## src/hw/rtl/lsls_pkg.sv

```systemverilog
package lsls_pkg;

  // Width of the blink, silence and pulse down-counters
  localparam int unsigned TIMER_BITS = 16;
  // Width of every configuration register
  localparam int unsigned CFG_W = 16;
  // Width of the configuration register index
  localparam int unsigned CFG_IDX_W = 8;

  // Largest counter value, kept wide enough for any counter width up to 32
  localparam logic [32:0] TIMER_MAX = (33'd1 << TIMER_BITS) - 33'd1;

  // Configuration register indexes
  localparam logic [CFG_IDX_W-1:0] CFG_SLOW_BLINK_IDX = CFG_IDX_W'(0);
  localparam logic [CFG_IDX_W-1:0] CFG_FAST_BLINK_IDX = CFG_IDX_W'(1);
  localparam logic [CFG_IDX_W-1:0] CFG_PULSE_LEN_IDX  = CFG_IDX_W'(2);
  localparam logic [CFG_IDX_W-1:0] CFG_SILENCE_IDX    = CFG_IDX_W'(3);

  // Configuration reset values
  localparam logic [CFG_W-1:0] SLOW_BLINK_RST = CFG_W'(2000);
  localparam logic [CFG_W-1:0] FAST_BLINK_RST = CFG_W'(160);
  localparam logic [CFG_W-1:0] PULSE_LEN_RST  = CFG_W'(80);
  localparam logic [CFG_W-1:0] SILENCE_RST    = CFG_W'(500);

  typedef enum logic [1:0] {
    MODE_OFF     = 2'd0,
    MODE_LINK    = 2'd1,
    MODE_FLASH   = 2'd2,
    MODE_PAIRING = 2'd3
  } mode_t;

  typedef enum logic [1:0] {
    OP_TICK     = 2'd0,
    OP_LINK     = 2'd1,
    OP_ACTIVITY = 2'd2,
    OP_PAIRING  = 2'd3
  } op_t;

  typedef struct packed {
    logic [CFG_W-1:0] slow_blink_period;
    logic [CFG_W-1:0] fast_blink_period;
    logic [CFG_W-1:0] pulse_length;
    logic [CFG_W-1:0] silence_timeout;
  } cfg_t;

  typedef struct packed {
    mode_t                 mode;
    logic                  lit;
    logic                  pairing;
    logic [TIMER_BITS-1:0] blink_cnt;
    logic [TIMER_BITS-1:0] silence_cnt;
    logic [TIMER_BITS-1:0] pulse_cnt;
  } state_t;

  // Turn a tick count into a counter load: zero becomes one, too large saturates
  function automatic logic [TIMER_BITS-1:0] arm_value(logic [CFG_W-1:0] ticks);
    logic [TIMER_BITS-1:0] r;
    if (ticks == '0) begin
      r = TIMER_BITS'(1);
    end else if (33'(ticks) > TIMER_MAX) begin
      r = TIMER_BITS'(TIMER_MAX);
    end else begin
      r = TIMER_BITS'(ticks);
    end
    return r;
  endfunction

  // Full blink period of a mode, zero for modes that do not blink
  function automatic logic [CFG_W-1:0] mode_period(mode_t m, cfg_t c);
    logic [CFG_W-1:0] r;
    case (m)
      MODE_PAIRING: r = c.fast_blink_period;
      MODE_LINK:    r = c.slow_blink_period;
      default:      r = '0;
    endcase
    return r;
  endfunction

  // Enter a mode: set the LED and load or disarm the blink counter
  function automatic state_t enter_mode(state_t s, mode_t m, cfg_t c);
    state_t           r;
    logic [CFG_W-1:0] period;
    r = s;
    r.mode = m;
    r.blink_cnt = '0;
    period = mode_period(m, c);
    if (m == MODE_FLASH) begin
      r.lit = 1'b1;
    end else if (period == '0) begin
      r.lit = 1'b0;
    end else begin
      r.lit = 1'b1;
      r.blink_cnt = arm_value({1'b0, period[CFG_W-1:1]});
    end
    return r;
  endfunction

endpackage

```

## src/hw/rtl/link_status_led_sequencer.sv

```systemverilog
// Link status LED sequencer.
// Input channel (in_valid/in_ready) carries one event per transaction:
// in_operation 0 millisecond tick, 1 link keepalive, 2 activity, 3 set pairing
// (in_pairing gives the new flag). Each accepted transaction yields exactly one
// result transaction on out_valid/out_ready: the LED level and the mode after
// that event.
// The event is applied to the state registers and the result register at the
// accepting edge, and out_valid is high the next cycle.
// Throughput is one transaction per cycle while the receiver takes each result;
// the single update path between the state registers and the result register sets that figure.
// When the receiver stalls, the result register holds and in_ready drops until
// the result is taken; a new event is accepted in the same cycle the held
// result leaves.
// Reset (rst_n low, synchronous) puts the LED dark in off mode with all timers
// disarmed, and loads the register defaults 2000, 160, 80 and 500 ticks.
// Configuration writes (cfg_we, cfg_index, cfg_wdata) take effect at the edge;
// indexes above three are ignored.
module link_status_led_sequencer (
  input  logic                           clk,
  input  logic                           rst_n,
  input  logic                           in_valid,
  output logic                           in_ready,
  input  logic [1:0]                     in_operation,
  input  logic                           in_pairing,
  output logic                           out_valid,
  input  logic                           out_ready,
  output logic                           out_led_level,
  output logic [1:0]                     out_current_mode,
  input  logic                           cfg_we,
  input  logic [lsls_pkg::CFG_IDX_W-1:0] cfg_index,
  input  logic [lsls_pkg::CFG_W-1:0]     cfg_wdata
);

  lsls_pkg::cfg_t   cfg_r;
  lsls_pkg::state_t state_r;
  lsls_pkg::state_t state_nxt;
  logic             out_valid_r;
  logic             out_lit_r;
  lsls_pkg::mode_t  out_mode_r;
  logic             in_accept;

  assign in_ready  = !out_valid_r || out_ready;
  assign in_accept = in_valid && in_ready;

  // Write configuration registers
  always_ff @(posedge clk) begin
    if (!rst_n) begin
      cfg_r.slow_blink_period <= lsls_pkg::SLOW_BLINK_RST;
      cfg_r.fast_blink_period <= lsls_pkg::FAST_BLINK_RST;
      cfg_r.pulse_length      <= lsls_pkg::PULSE_LEN_RST;
      cfg_r.silence_timeout   <= lsls_pkg::SILENCE_RST;
    end else if (cfg_we) begin
      case (cfg_index)
        lsls_pkg::CFG_SLOW_BLINK_IDX: cfg_r.slow_blink_period <= cfg_wdata;
        lsls_pkg::CFG_FAST_BLINK_IDX: cfg_r.fast_blink_period <= cfg_wdata;
        lsls_pkg::CFG_PULSE_LEN_IDX:  cfg_r.pulse_length      <= cfg_wdata;
        lsls_pkg::CFG_SILENCE_IDX:    cfg_r.silence_timeout   <= cfg_wdata;
        default: ;
      endcase
    end
  end

  lsls_update u_update (
    .cur       (state_r),
    .cfg       (cfg_r),
    .operation (lsls_pkg::op_t'(in_operation)),
    .pairing   (in_pairing),
    .nxt       (state_nxt)
  );

  // Advance the sequencer state on each accepted transaction
  always_ff @(posedge clk) begin
    if (!rst_n) begin
      state_r.mode        <= lsls_pkg::MODE_OFF;
      state_r.lit         <= 1'b0;
      state_r.pairing     <= 1'b0;
      state_r.blink_cnt   <= '0;
      state_r.silence_cnt <= '0;
      state_r.pulse_cnt   <= '0;
    end else if (in_accept) begin
      state_r <= state_nxt;
    end
  end

  // Hold the result until the receiver takes it
  always_ff @(posedge clk) begin
    if (!rst_n) begin
      out_valid_r <= 1'b0;
    end else if (in_accept) begin
      out_valid_r <= 1'b1;
    end else if (out_ready) begin
      out_valid_r <= 1'b0;
    end
  end

  always_ff @(posedge clk) begin
    if (in_accept) begin
      out_lit_r  <= state_nxt.lit;
      out_mode_r <= state_nxt.mode;
    end
  end

  assign out_valid        = out_valid_r;
  assign out_led_level    = out_lit_r;
  assign out_current_mode = out_mode_r;

endmodule

```

## src/hw/rtl/lsls_update.sv

```systemverilog
module lsls_update (
  input  lsls_pkg::state_t cur,
  input  lsls_pkg::cfg_t   cfg,
  input  lsls_pkg::op_t    operation,
  input  logic             pairing,
  output lsls_pkg::state_t nxt
);

  logic                            blink_fired;
  logic                            silence_fired;
  logic                            pulse_fired;
  logic [lsls_pkg::CFG_W-1:0]      period;
  lsls_pkg::state_t                s;

  // Apply one event to the sequencer state
  always_comb begin
    s = cur;
    blink_fired = 1'b0;
    silence_fired = 1'b0;
    pulse_fired = 1'b0;
    period = '0;
    case (operation)
      lsls_pkg::OP_TICK: begin
        // Count down armed counters; an armed counter expires going to zero
        blink_fired   = (cur.blink_cnt == lsls_pkg::TIMER_BITS'(1));
        silence_fired = (cur.silence_cnt == lsls_pkg::TIMER_BITS'(1));
        pulse_fired   = (cur.pulse_cnt == lsls_pkg::TIMER_BITS'(1));
        if (cur.blink_cnt != '0) s.blink_cnt = cur.blink_cnt - lsls_pkg::TIMER_BITS'(1);
        if (cur.silence_cnt != '0) begin
          s.silence_cnt = cur.silence_cnt - lsls_pkg::TIMER_BITS'(1);
        end
        if (cur.pulse_cnt != '0) s.pulse_cnt = cur.pulse_cnt - lsls_pkg::TIMER_BITS'(1);
        // Blink expiry: toggle and reload with half the period, or go dark if the mode does not blink
        if (blink_fired) begin
          period = lsls_pkg::mode_period(s.mode, cfg);
          if (period == '0) begin
            s.lit = 1'b0;
          end else begin
            s.lit = ~s.lit;
            s.blink_cnt = lsls_pkg::arm_value({1'b0, period[lsls_pkg::CFG_W-1:1]});
          end
        end
        // Silence expiry: drop the pulse and go dark
        if (silence_fired && !s.pairing) begin
          s.pulse_cnt = '0;
          pulse_fired = 1'b0;
          s = lsls_pkg::enter_mode(s, lsls_pkg::MODE_OFF, cfg);
        end
        // Pulse expiry: return from flash to link
        if (pulse_fired && !s.pairing && s.mode == lsls_pkg::MODE_FLASH) begin
          s = lsls_pkg::enter_mode(s, lsls_pkg::MODE_LINK, cfg);
        end
      end
      lsls_pkg::OP_LINK: begin
        if (!cur.pairing) begin
          s.silence_cnt = lsls_pkg::arm_value(cfg.silence_timeout);
          if (cur.mode == lsls_pkg::MODE_OFF) begin
            s = lsls_pkg::enter_mode(s, lsls_pkg::MODE_LINK, cfg);
          end
        end
      end
      lsls_pkg::OP_ACTIVITY: begin
        if (!cur.pairing) begin
          s.silence_cnt = lsls_pkg::arm_value(cfg.silence_timeout);
          s = lsls_pkg::enter_mode(s, lsls_pkg::MODE_FLASH, cfg);
          s.pulse_cnt = lsls_pkg::arm_value(cfg.pulse_length);
        end
      end
      default: begin
        // Set or clear pairing; all timers but blink are disarmed
        s.pairing = pairing;
        s.silence_cnt = '0;
        s.pulse_cnt = '0;
        s = lsls_pkg::enter_mode(s, pairing ? lsls_pkg::MODE_PAIRING : lsls_pkg::MODE_OFF,
                                 cfg);
      end
    endcase
    nxt = s;
  end

endmodule

```

## config.mk

```make
export PLATFORM = sky130hd
export DESIGN_NAME = link_status_led_sequencer
export DESIGN_NICKNAME = d
export VERILOG_FILES = /design/src/hw/rtl/lsls_pkg.sv /design/src/hw/rtl/link_status_led_sequencer.sv /design/src/hw/rtl/lsls_update.sv
export SDC_FILE = /design/constraint.sdc
export NUM_CORES = 1
export LEC_CHECK = 0
export ABC_AREA = 1
export BUFFER_PORTS_ARGS = -buffer_cell sky130_fd_sc_hd__clkbuf_2
export CAP_MARGIN = 20
export CORE_ASPECT_RATIO = 1.5
export CORE_MARGIN = 2
export CORE_UTILIZATION = 25
export CTS_CLUSTER_DIAMETER = 80
export DETAILED_ROUTE_END_ITERATION = 16
export GPL_ROUTABILITY_DRIVEN = 1
export MAX_ROUTING_LAYER = met4
export PLACE_DENSITY = 0.49
export REMOVE_ABC_BUFFERS = 1
export SLEW_MARGIN = 20
export SYNTH_ARGS = -nofsm -noshare
export SYNTH_HDL_FRONTEND = slang
export SYNTH_SLANG_ARGS = --single-unit
```

## constraint.sdc

```tcl
create_clock -name clk -period 4.6 [get_ports clk]
set_input_delay 0.46 -clock clk [delete_from_list [all_inputs] [get_ports clk]]
set_output_delay 0.46 -clock clk [all_outputs]
set_load 0.02 [all_outputs]
```

==> results.txt <==
The library cell used most frequently in the layout, excluding fill and tap cells, is sky130_fd_sc_hd__nand2_1. The portion of the clock cycle consumed by the worst path in the final layout is 61.5%. The setup TNS after final layout is 0 ns. The overall die height is about 210 um. In the synthesized netlist, mux cells make up 0% of the area. The synthesized netlist contains 47 unique library cells. Summing the areas of all compound-gate instances in the mapped netlist gives 18.8% of the synthesized area.

The number of flops mapped to enable cells by yosys came out at 3. The floorplan has 75 rows. The number of slew-limit violations in the final report is 0. The post-placement cell area came out at 7460 um2. The simple-gate area share of the yosys netlist is between 30% and 40%. The via count of the first global-routing pass is between 6000 and 7000.

Power comes to 3240 uW. After synthesis, the largest family of logic cells by area is simple AND/OR/NAND/NOR gates. The post-layout instance area is about 8000 um2. Detailed placement finished with a half-perimeter wire length of 18200 um. Each instance of the synthesized netlist takes up on average 6.69 um2. The run finished with clean final reports. Routability-driven placement finished with a final weighted congestion of between 0.8 and 0.9. For this block, the via count after detailed routing is 7083. The element type at the critical path end is a flip-flop. Synthesis inferred 120 register bits. The netlist area before placement is 7090 um2. The total CTS buffers came out at 17.

The post-CTS clock slew at the launch and capture registers of the worst setup and hold paths came out at 0.06 ns. The number of post-CTS setup repair buffers came out at 0. The initial core utilization is between 20% and 30%. 37 I/O pins were placed. In this run the tightest slew margin relative to its limit is 37.1%. The number of antenna violations at the first check in global routing was 0. Ranked by total cell area, the synthesized netlist is headed by sky130_fd_sc_hd__dfxtp_1 (33%), sky130_fd_sc_hd__nand2_1 (12%), sky130_fd_sc_hd__nor2_1 (7.4%), sky130_fd_sc_hd__a21oi_1 (5.7%), sky130_fd_sc_hd__o21ai_0 (5.6%).

The final number of hold-violating endpoints came to 0. Port buffering added 36 buffers. The maximum clock frequency came out at 353 MHz. The post-route antenna net violation count is 0. The maximum net fanout on the critical path came out at 20.

Leaving out fill and tap cells, the most frequent cells in the layout are sky130_fd_sc_hd__nand2_1 (229), sky130_fd_sc_hd__nor2_1 (140), sky130_fd_sc_hd__dfxtp_1 (116). The clock sink count is 120. Counting I/O delays and the setup requirement, the final critical path takes 2.83 ns. The overall fraction of global-route tracks in use is ~17%. The Yosys warning count is 0. The cell leakage power is around 0.0034 uW. For this run, asynchronously set or reset flops after synthesis account for 0%.

The total of cells resized after clock tree synthesis is 0. STA puts the critical path data arrival time at 3.16 ns. The post-synthesis sequential area ratio came out at around 34%. The total of hold buffers inserted after clock tree synthesis came out at 0.

Summed over its instances, the top area cell type makes up around 33% of the synthesized netlist area. The count of maximum capacitance violations came out at 0. The area growth from synthesis to layout is 14.5%.

The floorplan die width is 141 um. Using the TritonRoute via totals, the vias-per-cell ratio works out to 4.95. The data required time of the critical path came out at 4.93 ns.

Before antenna repair, the detailed router went through 5 iterations. The final setup violation count came out at 0. 0 antenna diodes ended up in the layout.

The mean routed wirelength per cell is 16.9 um. The largest clock skew in the final design is 0.00865 ns. The iteration-0 DRC count of the detailed router is 425.

In the routed design, unresolved DRC markers number 0. The post-synthesis cell count came out at 1060. For this design the ratio of total power to cell area is 400 nW/um2. The post-route netlist has 11.3% of its cells at a drive strength greater than 1. TritonCTS built the clock tree. The net count of the finished layout came out at between 1000 and 1500. The pin count of the biggest net entering global routing came out at 75. The xor and xnor area share after synthesis is 2.84%.

The actual slew at the worst max-slew pin is 0.942 ns. The type of the setup path with the least slack is flip-flop to flip-flop. The placeable core region is 28000 um2. The die area came out at roughly 30000 um2. The clock latency reported for the late side of the worst-skew pair is between 0.4 and 0.5 ns. Setup repair after global routing left no endpoint under its margin. The utilization after layout came out at 29.0%. The sum of overflow across all layers after global routing is 0. In the synthesized netlist the dominant register cell turns out to be sky130_fd_sc_hd__dfxtp_1. STA classifies the critical path startpoint as a flip-flop. The post-synthesis share of cell area spent on full adders, half adders and majority gates is 1.24%.

CTS placed an instance of sky130_fd_sc_hd__clkbuf_16 at the clock tree root. The synthesized design spends more area on one cell type than any other, namely sky130_fd_sc_hd__dfxtp_1. The number of buffers between clock root and the deepest sink came out at 2. The tightest min-delay check is of the input pin to flip-flop type. The first-pass GRT wire length came out at 38300 um. The depth of the CTS H-tree is 4. The detailed-route wire length came out at 24200 um. VDD sags by at most 0.193 mV.
[worst max-delay path: stages (launching register included)]
cell                      delay [ns]
sky130_fd_sc_hd__dfxtp_1        0.89
sky130_fd_sc_hd__inv_2          0.37
sky130_fd_sc_hd__nand3_1        0.21
sky130_fd_sc_hd__nand2_1        0.09
sky130_fd_sc_hd__nor2_1         0.11
sky130_fd_sc_hd__nand2_1        0.07
sky130_fd_sc_hd__nor2_1         0.14
sky130_fd_sc_hd__nand2_2        0.11
sky130_fd_sc_hd__nand2_4        0.14
sky130_fd_sc_hd__nand2_4        0.12
sky130_fd_sc_hd__o21ai_2        0.15
sky130_fd_sc_hd__nand3_2        0.14
sky130_fd_sc_hd__nor2_1         0.14
sky130_fd_sc_hd__nor2_2         0.04
[per-layer routing]
layer / GRT usage [%] / up-vias / wire [um]
met5: - / - / 0
met4: 9.69 / 0 / 1160
met3: 3.25 / 61 / 733
met2: 31.5 / 169 / 12900
met1: 17.2 / 3290 / 9340
li1: - / 3563 / -
[synth_stat cells (8+ instances only)]
cell,number
sky130_fd_sc_hd__a21oi_1,81
sky130_fd_sc_hd__a31oi_1,9
sky130_fd_sc_hd__clkbuf_1,27
sky130_fd_sc_hd__dfxtp_1,117
sky130_fd_sc_hd__inv_1,98
sky130_fd_sc_hd__nand2_1,229
sky130_fd_sc_hd__nand3_1,75
sky130_fd_sc_hd__nand3_2,8
sky130_fd_sc_hd__nand4_1,21
sky130_fd_sc_hd__nor2_1,140
sky130_fd_sc_hd__o211ai_1,17
sky130_fd_sc_hd__o21ai_0,79
sky130_fd_sc_hd__o22ai_1,21
sky130_fd_sc_hd__xor2_1,16
[flip-flops by register name, summed over array words and instances, names as in the netlist]
name and count:
state_r 52, out_valid 1, cfg_r 64, out_led_level 1, out_current_mode 2
[through the flow]
| step | instances | hold slack, ns | setup WS [ns] |
|---|---|---|---|
| finish | 1430 | 0.322 | 1.77 |
| global route | 1430 | 0.338 | 1.48 |
| CTS | 1430 | 0.307 | 1.79 |
| detailed placement | 1400 | 0.459 | 1.79 |
| global placement | 1400 | 0.454 | 1.76 |
| floorplan | 1016 | 0.438 | 2.52 |
[worst paths after layout]
path	from	end	slack (ns)	depth (start not counted)
max reg2reg	state_r[51]	state_r[49]	1.77	13
max	state_r[51]	state_r[49]	1.77	13
min	out_ready	out_valid	0.32	4
min reg2reg	state_r[1]	state_r[1]	0.47	2
[area by class of cell]
cell class / count / area, um2
fillers: 3089 / 19800
multi-input cells: 789 / 3990
flip-flops and latches: 120 / 2430
clock buffers: 21 / 460
well taps: 346 / 433
inverters: 107 / 403
clock inverters: 9 / 198
repair buffers: 38 / 195
[power by group]
group          switching (uW)  internal [uW]
Sequential               49.5           1080
Combinational             399            194
Clock                     486           1030
Total                     935           2310
[cell families (layout without fill, tap and decap cells)]
logic type               count (synthesis)  count (layout)
AND/OR/NAND/NOR                        524             524
AO/OA/AOI/OAI                          235             235
buffers and inverters                  151             175
flip-flops                             120             120
XOR/XNOR                                23              23
adder cells (fa/ha/maj)                  7               7
No activity file was read; power rests on OpenSTA's default activity.
